File: src/ght_pkg.sv
// ----------------------------------------------------------------------------
// ght_pkg
// Shared widths, operation and status codes, register indexes and the
// command bundle that runs between the handle table controller and datapath.
// ----------------------------------------------------------------------------
package ght_pkg;

    // table geometry
    localparam int TABLE_DEPTH = 32;
    localparam int SLOT_W      = $clog2(TABLE_DEPTH);

    // field widths
    localparam int FUNC_W   = 3;
    localparam int IDX_W    = 10;
    localparam int ID_W     = 32;
    localparam int STATUS_W = 3;
    localparam int CFG_IDX_W = 8;

    // operation codes
    localparam logic [FUNC_W-1:0] FN_ACTIVATE   = 3'd0;
    localparam logic [FUNC_W-1:0] FN_INVALIDATE = 3'd1;
    localparam logic [FUNC_W-1:0] FN_CHECK      = 3'd2;
    localparam logic [FUNC_W-1:0] FN_ACQUIRE    = 3'd3;
    localparam logic [FUNC_W-1:0] FN_RELEASE    = 3'd4;

    // result status codes
    localparam logic [STATUS_W-1:0] ST_SUCCESS      = 3'd0;
    localparam logic [STATUS_W-1:0] ST_NO_SPACE     = 3'd1;
    localparam logic [STATUS_W-1:0] ST_HANDLE_ERROR = 3'd2;
    localparam logic [STATUS_W-1:0] ST_INVALID      = 3'd3;
    localparam logic [STATUS_W-1:0] ST_VALID        = 3'd4;

    // configuration register indexes
    localparam logic [CFG_IDX_W-1:0] CFG_EMPTY_MARKER = 8'd0;
    localparam logic [CFG_IDX_W-1:0] CFG_FIRST_ID     = 8'd1;

    // controller to datapath commands
    typedef struct packed {
        logic capture;    // load a new operation
        logic scan;       // register lookup and free slot search
        logic commit;     // update table and load result
        logic cfg_write;  // configuration transaction completes
    } ght_cmd_t;

endpackage

File: src/ght_ctrl.sv
// ----------------------------------------------------------------------------
// ght_ctrl
// Sequencer for the handle table: accepts commands, steps each through a
// scan cycle and a commit cycle, and raises the result strobe.
// ----------------------------------------------------------------------------
module ght_ctrl (
    input  logic              clk,
    input  logic              rst_n,
    input  logic              start,
    input  logic              cfg_valid,
    output logic              busy,
    output logic              cfg_ready,
    output logic              done,
    output ght_pkg::ght_cmd_t cmd
);
    import ght_pkg::*;

    typedef enum logic [1:0] {
        S_IDLE,
        S_SCAN,
        S_COMMIT
    } state_t;

    state_t state_reg;
    state_t state_next;
    logic   done_reg;
    logic   accept;

    // handshake decode
    assign busy      = (state_reg == S_SCAN);
    assign cfg_ready = (state_reg == S_IDLE);
    assign accept    = start && !busy;
    assign done      = done_reg;

    // commands to the datapath
    assign cmd.capture   = accept;
    assign cmd.scan      = (state_reg == S_SCAN);
    assign cmd.commit    = (state_reg == S_COMMIT);
    assign cmd.cfg_write = cfg_valid && cfg_ready;

    // next state
    always_comb
    begin
        state_next = state_reg;
        unique case (state_reg)
            S_IDLE:
            begin
                if (accept)
                    state_next = S_SCAN;
            end
            S_SCAN:
            begin
                state_next = S_COMMIT;
            end
            S_COMMIT:
            begin
                state_next = accept ? S_SCAN : S_IDLE;
            end
            default:
            begin
                state_next = S_IDLE;
            end
        endcase
    end

    // state and result strobe
    always_ff @(posedge clk or negedge rst_n)
    begin
        if (!rst_n)
        begin
            state_reg <= S_IDLE;
            done_reg  <= 1'b0;
        end
        else
        begin
            state_reg <= state_next;
            done_reg  <= (state_reg == S_COMMIT);
        end
    end

endmodule

File: src/ght_datapath.sv
// ----------------------------------------------------------------------------
// ght_datapath
// Slot id table, pin bits, id counter and empty marker, with the lookup,
// free slot priority encode and result logic of the handle table.
// ----------------------------------------------------------------------------
module ght_datapath (
    input  logic                             clk,
    input  logic                             rst_n,
    input  ght_pkg::ght_cmd_t                cmd,
    input  logic [ght_pkg::FUNC_W-1:0]       func,
    input  logic [ght_pkg::IDX_W-1:0]        slot_index,
    input  logic [ght_pkg::ID_W-1:0]         handle_id,
    input  logic [ght_pkg::CFG_IDX_W-1:0]    cfg_index,
    input  logic [ght_pkg::ID_W-1:0]         cfg_data,
    output logic [ght_pkg::STATUS_W-1:0]     status,
    output logic [ght_pkg::ID_W-1:0]         issued_id,
    output logic [ght_pkg::IDX_W-1:0]        issued_slot
);
    import ght_pkg::*;

    localparam logic [IDX_W:0] IDX_LIMIT = (IDX_W + 1)'(TABLE_DEPTH);

    // table state
    logic [ID_W-1:0]        ids_reg [TABLE_DEPTH];
    logic [TABLE_DEPTH-1:0] valid_reg;
    logic [TABLE_DEPTH-1:0] valid_next;
    logic [TABLE_DEPTH-1:0] pinned_reg;
    logic [TABLE_DEPTH-1:0] pinned_next;
    logic [ID_W-1:0]        marker_reg;
    logic [ID_W-1:0]        counter_reg;

    // captured operation
    logic [FUNC_W-1:0] func_reg;
    logic [IDX_W-1:0]  idx_reg;
    logic [ID_W-1:0]   hid_reg;

    // scan results
    logic              found_reg;
    logic [SLOT_W-1:0] free_slot_reg;
    logic [ID_W-1:0]   new_id_reg;
    logic              match_reg;
    logic              pin_rd_reg;
    logic              in_range_reg;

    // result registers
    logic [STATUS_W-1:0] status_reg;
    logic [ID_W-1:0]     issued_id_reg;
    logic [IDX_W-1:0]    issued_slot_reg;

    // scan logic
    logic [TABLE_DEPTH-1:0] free_vec;
    logic                   found;
    logic [SLOT_W-1:0]      free_slot;
    logic [ID_W-1:0]        cand_id;
    logic [ID_W-1:0]        new_id;
    logic [SLOT_W-1:0]      rd_slot;
    logic [ID_W-1:0]        rd_id;
    logic                   in_range;

    // commit logic
    logic                act_hit;
    logic [STATUS_W-1:0] status_next;

    assign status      = status_reg;
    assign issued_id   = issued_id_reg;
    assign issued_slot = issued_slot_reg;

    // free slots: unpinned and holding the marker (unwritten slots read as marker)
    always_comb
    begin
        for (int k = 0; k < TABLE_DEPTH; k++)
            free_vec[k] = !pinned_reg[k] && (!valid_reg[k] || ids_reg[k] == marker_reg);
    end

    // lowest free slot
    always_comb
    begin
        found     = 1'b0;
        free_slot = '0;
        for (int k = TABLE_DEPTH - 1; k >= 0; k--)
        begin
            if (free_vec[k])
            begin
                found     = 1'b1;
                free_slot = SLOT_W'(k);
            end
        end
    end

    // next id, stepping over the marker
    assign cand_id = counter_reg + 32'd1;
    assign new_id  = (cand_id == marker_reg) ? cand_id + 32'd1 : cand_id;

    // handle lookup
    assign in_range = ({1'b0, idx_reg} < IDX_LIMIT);
    assign rd_slot  = idx_reg[SLOT_W-1:0];
    assign rd_id    = valid_reg[rd_slot] ? ids_reg[rd_slot] : marker_reg;

    // capture operation
    always_ff @(posedge clk)
    begin
        if (cmd.capture)
        begin
            func_reg <= func;
            idx_reg  <= slot_index;
            hid_reg  <= handle_id;
        end
    end

    // scan stage registers
    always_ff @(posedge clk)
    begin
        if (cmd.scan)
        begin
            found_reg     <= found;
            free_slot_reg <= free_slot;
            new_id_reg    <= new_id;
            match_reg     <= (rd_id == hid_reg);
            pin_rd_reg    <= pinned_reg[rd_slot];
            in_range_reg  <= in_range;
        end
    end

    // operation decode and table bit updates
    always_comb
    begin
        act_hit     = (func_reg == FN_ACTIVATE) && found_reg;
        status_next = ST_HANDLE_ERROR;
        valid_next  = valid_reg;
        pinned_next = pinned_reg;
        if (cmd.cfg_write && cfg_index == CFG_EMPTY_MARKER)
        begin
            // live slots holding the old marker become empty
            for (int k = 0; k < TABLE_DEPTH; k++)
                if (valid_reg[k] && ids_reg[k] == marker_reg)
                    valid_next[k] = 1'b0;
        end
        unique case (func_reg)
            FN_ACTIVATE:
            begin
                status_next = found_reg ? ST_SUCCESS : ST_NO_SPACE;
                if (cmd.commit && found_reg)
                    valid_next[free_slot_reg] = 1'b1;
            end
            FN_INVALIDATE:
            begin
                if (in_range_reg)
                begin
                    status_next = ST_INVALID;
                    if (cmd.commit && match_reg)
                        valid_next[rd_slot] = 1'b0;
                end
            end
            FN_CHECK:
            begin
                if (in_range_reg)
                    status_next = match_reg ? ST_VALID : ST_INVALID;
            end
            FN_ACQUIRE:
            begin
                if (in_range_reg)
                begin
                    if (pin_rd_reg)
                        status_next = ST_HANDLE_ERROR;
                    else if (match_reg)
                    begin
                        status_next = ST_SUCCESS;
                        if (cmd.commit)
                            pinned_next[rd_slot] = 1'b1;
                    end
                    else
                        status_next = ST_INVALID;
                end
            end
            FN_RELEASE:
            begin
                if (in_range_reg)
                begin
                    status_next = ST_SUCCESS;
                    if (cmd.commit)
                        pinned_next[rd_slot] = 1'b0;
                end
            end
            default:
            begin
                status_next = ST_HANDLE_ERROR;
            end
        endcase
    end

    // valid and pin bits, marker, id counter
    always_ff @(posedge clk or negedge rst_n)
    begin
        if (!rst_n)
        begin
            valid_reg   <= '0;
            pinned_reg  <= '0;
            marker_reg  <= '0;
            counter_reg <= '0;
        end
        else
        begin
            valid_reg  <= valid_next;
            pinned_reg <= pinned_next;
            if (cmd.cfg_write && cfg_index == CFG_EMPTY_MARKER)
                marker_reg <= cfg_data;
            if (cmd.cfg_write && cfg_index == CFG_FIRST_ID)
                counter_reg <= cfg_data;
            else if (cmd.commit && act_hit)
                counter_reg <= new_id_reg;
        end
    end

    // slot id storage
    always_ff @(posedge clk)
    begin
        if (cmd.commit && act_hit)
            ids_reg[free_slot_reg] <= new_id_reg;
    end

    // result registers
    always_ff @(posedge clk)
    begin
        if (cmd.commit)
        begin
            status_reg      <= status_next;
            issued_id_reg   <= act_hit ? new_id_reg : '0;
            issued_slot_reg <= act_hit ? IDX_W'(free_slot_reg) : '0;
        end
    end

endmodule

File: src/generational_handle_table_top.sv
// ----------------------------------------------------------------------------
// generational_handle_table_top
// Table of slots holding generational ids and pin bits, with activate,
// invalidate, check, acquire and release operations on handles.
// ----------------------------------------------------------------------------
// Usage
// - command channel: drive func, slot_index and handle_id with start high;
//   the transaction is taken at a rising edge where start is high and busy
//   is low
// - every command gives one result: status, issued_id and issued_slot are
//   shown for exactly one cycle while done is high; the receiver cannot stall
// - done is registered from the commit state, so it rises once the commit state ends
// - each command passes a scan state (slot read, id compare, free slot priority
//   encode over the table) and a commit state (table and counter update); busy
//   is high only in the scan state, so the next command can be taken at the edge
//   that ends the commit state
// - configuration: cfg_index / cfg_data with cfg_valid and cfg_ready, taken
//   only while no command is in flight; index 0 sets the empty marker,
//   index 1 loads the id counter, other indexes are ignored
// - reset (rst_n low, asynchronous): all slots empty and unpinned, marker
//   and id counter zero; no clearing pass, commands are taken right away
// ----------------------------------------------------------------------------
module generational_handle_table_top (
    input  logic                              clk,
    input  logic                              rst_n,
    input  logic                              start,
    output logic                              busy,
    input  logic [ght_pkg::FUNC_W-1:0]        func,
    input  logic [ght_pkg::IDX_W-1:0]         slot_index,
    input  logic [ght_pkg::ID_W-1:0]          handle_id,
    output logic                              done,
    output logic [ght_pkg::STATUS_W-1:0]      status,
    output logic [ght_pkg::ID_W-1:0]          issued_id,
    output logic [ght_pkg::IDX_W-1:0]         issued_slot,
    input  logic                              cfg_valid,
    output logic                              cfg_ready,
    input  logic [ght_pkg::CFG_IDX_W-1:0]     cfg_index,
    input  logic [ght_pkg::ID_W-1:0]          cfg_data
);
    import ght_pkg::*;

    ght_cmd_t cmd;

    // sequencer
    ght_ctrl u_ctrl (
        .clk       (clk),
        .rst_n     (rst_n),
        .start     (start),
        .cfg_valid (cfg_valid),
        .busy      (busy),
        .cfg_ready (cfg_ready),
        .done      (done),
        .cmd       (cmd)
    );

    // table and result datapath
    ght_datapath u_datapath (
        .clk         (clk),
        .rst_n       (rst_n),
        .cmd         (cmd),
        .func        (func),
        .slot_index  (slot_index),
        .handle_id   (handle_id),
        .cfg_index   (cfg_index),
        .cfg_data    (cfg_data),
        .status      (status),
        .issued_id   (issued_id),
        .issued_slot (issued_slot)
    );

endmodule
File: config.mk
export PLATFORM = sky130hd
export DESIGN_NAME = generational_handle_table_top
export DESIGN_NICKNAME = d
export VERILOG_FILES = /design/src/ght_pkg.sv /design/src/ght_ctrl.sv /design/src/ght_datapath.sv /design/src/generational_handle_table_top.sv
export SDC_FILE = /design/constraint.sdc
export NUM_CORES = 2
export LEC_CHECK = 0
export BUFFER_PORTS_ARGS = -buffer_cell sky130_fd_sc_hd__buf_2
export CAP_MARGIN = 0
export CORE_UTILIZATION = 40
export CTS_CLUSTER_SIZE = 16
export DETAILED_ROUTE_END_ITERATION = 8
export PLACE_DENSITY_LB_ADDON = 0.1
export REMOVE_ABC_BUFFERS = 1
export SLEW_MARGIN = 20
export SYNTH_ARGS = -nofsm -noshare
export SYNTH_HDL_FRONTEND = slang
export SYNTH_HIERARCHICAL = 1
export SYNTH_SLANG_ARGS = --single-unit
export TNS_END_PERCENT = 100
File: constraint.sdc
create_clock -name clk -period 18.3 [get_ports clk]
set_input_delay 5.49 -clock clk [delete_from_list [all_inputs] [get_ports clk]]
set_output_delay 5.49 -clock clk [all_outputs]
set_load 0.005 [all_outputs]
**Yosys cells after proc, flatten, opt, wreduce, memory -nomap -nowiden**

Memories as Yosys holds them, arrays and structs flattened. A register that Yosys moved wholly into a read port is not among the register bits.
Cells that the tools add are included.

- Multiplexer cells: 103
- Order comparisons: 5
- Bitwise operators: 5
- Reductions and logical operators: 182
- $add $sub $neg: 2
- Equality and inequality tests: 48

Operators with widths:

| operator | number |
|---|---|
| == test 32 bit | 34 |
| 2-to-1 mux 32 bit | 14 |
| one-hot mux 32 bit (2 select lines) | 2 |
| 2-to-1 mux 5 bit | 17 |
| logical AND 1 bit | 74 |
| zero test 1 bit | 65 |
| adder 32 x 1 -> 32 bit, second input constant | 2 |
| bitwise AND 32 bit | 2 |
| OR 32 bit | 2 |
| 2-to-1 mux 1 bit | 43 |
| logical OR 1 bit | 32 |
| 2-to-1 mux 4 bit | 8 |
| inverter 32 bit | 1 |
| OR reduction 31 bit | 1 |
| 2-to-1 mux 3 bit | 8 |
| OR reduction 16 bit | 1 |
| one-hot mux 3 bit (5 select lines) | 1 |
| less-than comparator 5 x 6 -> 1 bit, second input constant | 2 |
| binary-select mux 1 bit (select 5 bit) | 2 |
| demux 1 bit (select 5 bit) | 2 |
| >= comparator 5 x 1 -> 1 bit, second input constant | 2 |
| less-than comparator 10 x 6 -> 1 bit, second input constant | 1 |
| 2-to-1 mux 2 bit | 5 |
| != test 2 x 1 -> 1 bit, second input constant | 5 |
| other kinds (16) | 19 |

- Memories kept: 1
- Bits in registers: 262
- Word-level logic and storage cells: 369
- Input port bits: 89
- RAM bits: 1024
- Output and inout bits: 48

Memories:

| name | words | bits a word | read ports | clocked after memory_dff | write ports | line | RTL |
|---|---|---|---|---|---|---|---|
| u_datapath.ids_reg | 32 | 32 | 33 | 1 | 1 | ght_datapath.sv:24 | `logic [ID_W-1:0] ids_reg [TABLE_DEPTH];` |

**Longest topological paths before layout**

An unclocked memory read counts as a cell.

- Depth after elaboration: 35
- Mapped depth: 13
- Mapped depth without buffers: 11

**By module**

Netlist, hierarchy kept.

Modules (own cells, without submodules):

| module | cells each | times used | area each (sq um) | sequential area each (sq um) |
|---|---|---|---|---|
| ght_datapath | 4359 | 1 | 64556.9 | 37836.3 |
| ght_ctrl | 12 | 1 | 136.4 | 75.1 |

**Least setup slack after synthesis**

OpenSTA, ideal clock, no wires.

- Path kind: input port to flip-flop
- Start: input cfg_valid
- End: register u_datapath.marker_reg[22]
- Required time: 18.183 ns
- Stages: 9
- Setup slack: 11.300 ns
- Data arrival time: 6.882 ns
- Setup time: 0.117 ns
- Buffers on the path: 3
- Cell sequence: and2_1 nor4b_1 nand2_1 or2_2 clkbuf_1 clkbuf_1 clkbuf_1 nand2_1 nand2_1

- Longest elaborated chain between the ends: 2

RTL lines:

| what | line | RTL |
|---|---|---|
| start, declared | generational_handle_table_top.sv:35 | `input logic cfg_valid,` |
| logical AND 1 bit | ght_ctrl.sv:39 | `assign cmd.cfg_write = cfg_valid && cfg_ready;` |
| logical AND 1 bit | ght_datapath.sv:205 | `if (cmd.cfg_write && cfg_index == CFG_EMPTY_MARKER)` |
| end signal, assigned | ght_datapath.sv:206 | `marker_reg <= cfg_data;` |
| end, declared | ght_datapath.sv:29 | `logic [ID_W-1:0] marker_reg;` |

No other way between the ends.
A chain may end at the register's enable or synchronous reset.

**Final worst setup path**

- Start: register u_ctrl.state_reg[0]
- End: output busy

- Longest elaborated chain between the ends: 1

RTL lines:

| what | line | RTL |
|---|---|---|
| start, declared | ght_ctrl.sv:24 | `state_t state_reg;` |
| start signal, assigned | ght_ctrl.sv:76 | `state_reg <= state_next;` |
| == test 2 x 1 -> 1 bit | ght_ctrl.sv:30 | `assign busy = (state_reg == S_SCAN);` |
| end, declared | generational_handle_table_top.sv:27 | `output logic busy,` |

No other way between the ends.

==> impl_metrics.py <==
metrics = {
    "timing": {
        "max_slew_margin_pct": 22.97,
        "finalCritPeriodShare_pct": 38.91,
        "max_freq_ghz": 0.1404,
        "drv_slew": 0,
        "finalCriticalPeriod_ns": 7.121,
        "final_hold_viol_count": 0,
        "fin_skew_ns": 0.03136,
        "setup_viol": 0,
        "worst_slew_pin_slew_ns": 1.145,
        "rsz0062_at_grt": "no",
        "setup_tns_ns": 0,
    },
    "synthesis": {
        "syn_area_sq_mm": 0.06469,
        "synthSimpleGateAreaFrac_pct": 7.841,
        "synth.distinct_cells": 81,
        "syn-instance-count": 4371,
        "synth-warning-count": 6,
        "synth_top_family_by_area": "XOR/XNOR gates",
        "avgSynthCellArea_sq_um": 14.80,
        "synthArstFlopShare_pct": 10.19,
        "synth_mux_area_share_pct": 13.41,
        "synth_edf_count": 1150,
        "synth_xor_area_share_pct": 15.46,
        "synth_compound_area_share_pct": 2.549,
        "synth_ff_type": "edfxtp_1",
        "synthAdderAreaFrac_pct": 0.05802,
        "yosysSeqAreaShare_pct": 58.60,
        "ys_ff_latch": 1286,
    },
    "global_route": {
        "grt_pass1_vias": 40830,
        "grt_pass1_wl_um": 353700,
        "globalRouteOverflowTotal": 0,
        "grt_antenna_before_repair": 35,
        "grt_use_total_pct": 32.02,
        "grt_max_degree": 104,
    },
    "route": {
        "viasPerCell": 6.201,
        "antenna_left": 0,
        "drt_wl_total_um": 262400,
        "drcViolationCount": 0,
        "vias": 42170,
        "drt_iter0_drc": 5847,
        "wl_per_cell_um": 38.59,
        "drtPass1Iterations": 6,
    },
    "cts": {
        "cts.clk_slew.worst_paths_ns": 0.06,
        "cts-buffers-inserted": 152,
        "clock_sinks": 1286,
        "cts_buffer_depth": 3,
        "cts_tree": "done",
        "postCtsResizedCells": 0,
        "root_buffer": "clkbuf_16",
        "cts_setup_buffers": 0,
        "htree_levels": 4,
        "cts_hold_buf": 0,
        "worstSkewPairLatency_ns": 0.81,
    },
    "floorplanning": {
        "rows": 147,
        "die_w_um": 404.2,
        "io_pins": 137,
        "die-area_sq_mm": 0.1633,
        "start_util_pct": 40.29,
        "die_h_um": 404.2,
        "core_area_sq_mm": 0.1606,
    },
    "setup_path": {
        "cp-end-kind": "output port",
        "crit_type": "flip-flop to output port",
        "start_kind": "flip-flop",
        "worstPathRequired_ns": 12.81,
        "crit_fanout": 5,
        "crit_arrival_ns": 1.63,
    },
    "layout": {
        "fin_util_pct": 45.44,
        "layout_commonest_cell": "edfxtp_1",
        "syn2layout_area_growth_pct": 12.78,
        "largest_register_ffs": 1024,
        "final_net_count": 4600,
        "drive_above_1_share_pct": 20.36,
        "layout_common_cells": "edfxtp_1 (1150), xnor2_1 (1041), mux4_2 (336)",
        "fin_area_sq_mm": 0.07296,
    },
    "pwr": {
        "p_sw_mw": 2.133,
        "netSwitchingFraction_pct": 28.45,
        "power_frac_seq_pct": 46.0,
        "clock_power_share_pct": 39.7,
        "power_leakage_nw": 22.66,
        "internal_power_mw": 5.364,
        "power_density_mw_per_mm2": 102.8,
        "power.combinational.fraction_pct": 14.3,
        "ir_worst_vdd_uv": 125.6,
    },
    "placed_design": {
        "port_buffers": 131,
        "dpl.hpwl_um": 180300,
        "postPlaceCellArea_sq_mm": 0.06818,
        "routabilityCongestion": 0.9583,
    },
    "job": {
        "cap_violations": 0,
    },
    "status": {
        "status": "complete, no violations",
    },
    "worst_hold_path": {
        "hp-class": "flip-flop to flip-flop",
    },
}
[worst max-delay path, stage by stage, from the launching register on]
cell     delay (ns)
dfrtp_1        0.45
nor2b_4        0.24
buf_2          0.14
[cell type report]
cell class | instances | area, sq um
Sequential cell | 1286 | 37970
Antenna cell | 8 | 20.02
Clock buffer | 198 | 4039
Clock inverter | 80 | 720.7
Inverter | 34 | 127.6
Fill cell | 14330 | 87610
Multi-Input combinational cell | 2757 | 25570
Timing Repair Buffer | 277 | 1815
Tap cell | 2160 | 2703
[cells by family after synthesis]
kind of cell               Yosys count
other                                1
AOI/OAI and AO/OA                  252
adders and majority gates            3
xor gates and xnor gates          1137
DFF                               1286
buffers and inverters              332
and+or+nand+nor                    918
muxes                              442
[power by group through the flow]
stage                     sequential (mW)  clock (mW)  combinational, mW
final                                3.45        2.98               1.07
after global routing                 3.45        3.11               1.10
after CTS                            3.45        3.02               1.05
after detailed placement             3.51           0               1.04
after global placement               3.51           0               1.04
after floorplan                      3.55           0              0.577
[layer usage]
layer	up-vias	routed length [um]	part of all wire (%)	global-route usage, %
li1	16900	-	-	-
met1	22280	109000	42	46.07
met2	2579	113000	43	46.40
met3	386	30110	11	8.821
met4	18	10110	3.9	11.02
met5	-	127	0.048	0
[cells in the mapped netlist (4+ instances only)]
cell	count	area [sq um]
and3_1	7	43.79
or2_2	7	43.79
or4_1	12	90.09
nand4_1	268	1677
mux4_2	336	7567
dfxtp_1	5	100.1
nand3b_1	7	52.55
nor4b_1	4	35.03
nor4_1	99	619.3
mux2_2	40	450.4
dfrtp_1	131	3278
nand2b_1	10	62.56
a21oi_1	81	405.4
o211ai_1	8	60.06
nor2_1	126	473.0
edfxtp_1	1150	34530
and4_1	5	43.79
nor3_1	31	155.2
a21o_1	17	127.6
a22oi_1	36	270.3
or3_1	11	68.82
nand3_1	28	140.1
and2_1	45	281.5
o21ai_0	43	215.2
nor4_2	9	112.6
buf_1	79	296.5
inv_1	34	127.6
buf_2	39	195.2
buf_4	10	75.07
o22ai_1	4	25.02
a41oi_1	8	70.07
a31oi_1	17	106.4
mux2i_1	66	660.6
and3b_1	4	35.03
nand2_1	198	743.2
clkbuf_1	167	626.9
xnor2_1	1041	9117
nor2b_1	17	106.4
nor3b_1	11	82.58
xor2_1	93	814.5
[stage by stage]
stage               hold WS [ns]  setup WS, ns  cells  power (mW)
finish                    0.4850         11.18   6800       7.497
global route              0.5040         11.08   6793       7.667
CTS                       0.4880         11.09   6792       7.510
detailed placement        0.4737         10.83   6514       4.549
global placement          0.4840         10.83   6513       4.546
floorplan                 0.4517         6.548   4077       4.126
[path summary, 6_finish.rpt]
kind,slack (ns),depth (start not counted),start,to
max,11.18,2,u_ctrl/state_reg[0]$_DFFE_PN0P_,busy
min,0.48,2,u_datapath/marker_reg[8]$_DFFE_PN0P_,u_datapath/marker_reg[8]$_DFFE_PN0P_
max reg2reg,12.29,12,flip-flop,u_datapath/match_reg$_DFFE_PP_
min reg2reg,0.48,2,u_datapath/marker_reg[8]$_DFFE_PN0P_,u_datapath/marker_reg[8]$_DFFE_PN0P_
max in group asynchronous,12.18,2,rst_n,u_datapath/valid_reg[31]$_DFF_PN0_
min in group asynchronous,4.68,1,rst_n,u_datapath/marker_reg[28]$_DFFE_PN0P_
Power figures use the tool's default switching activity.
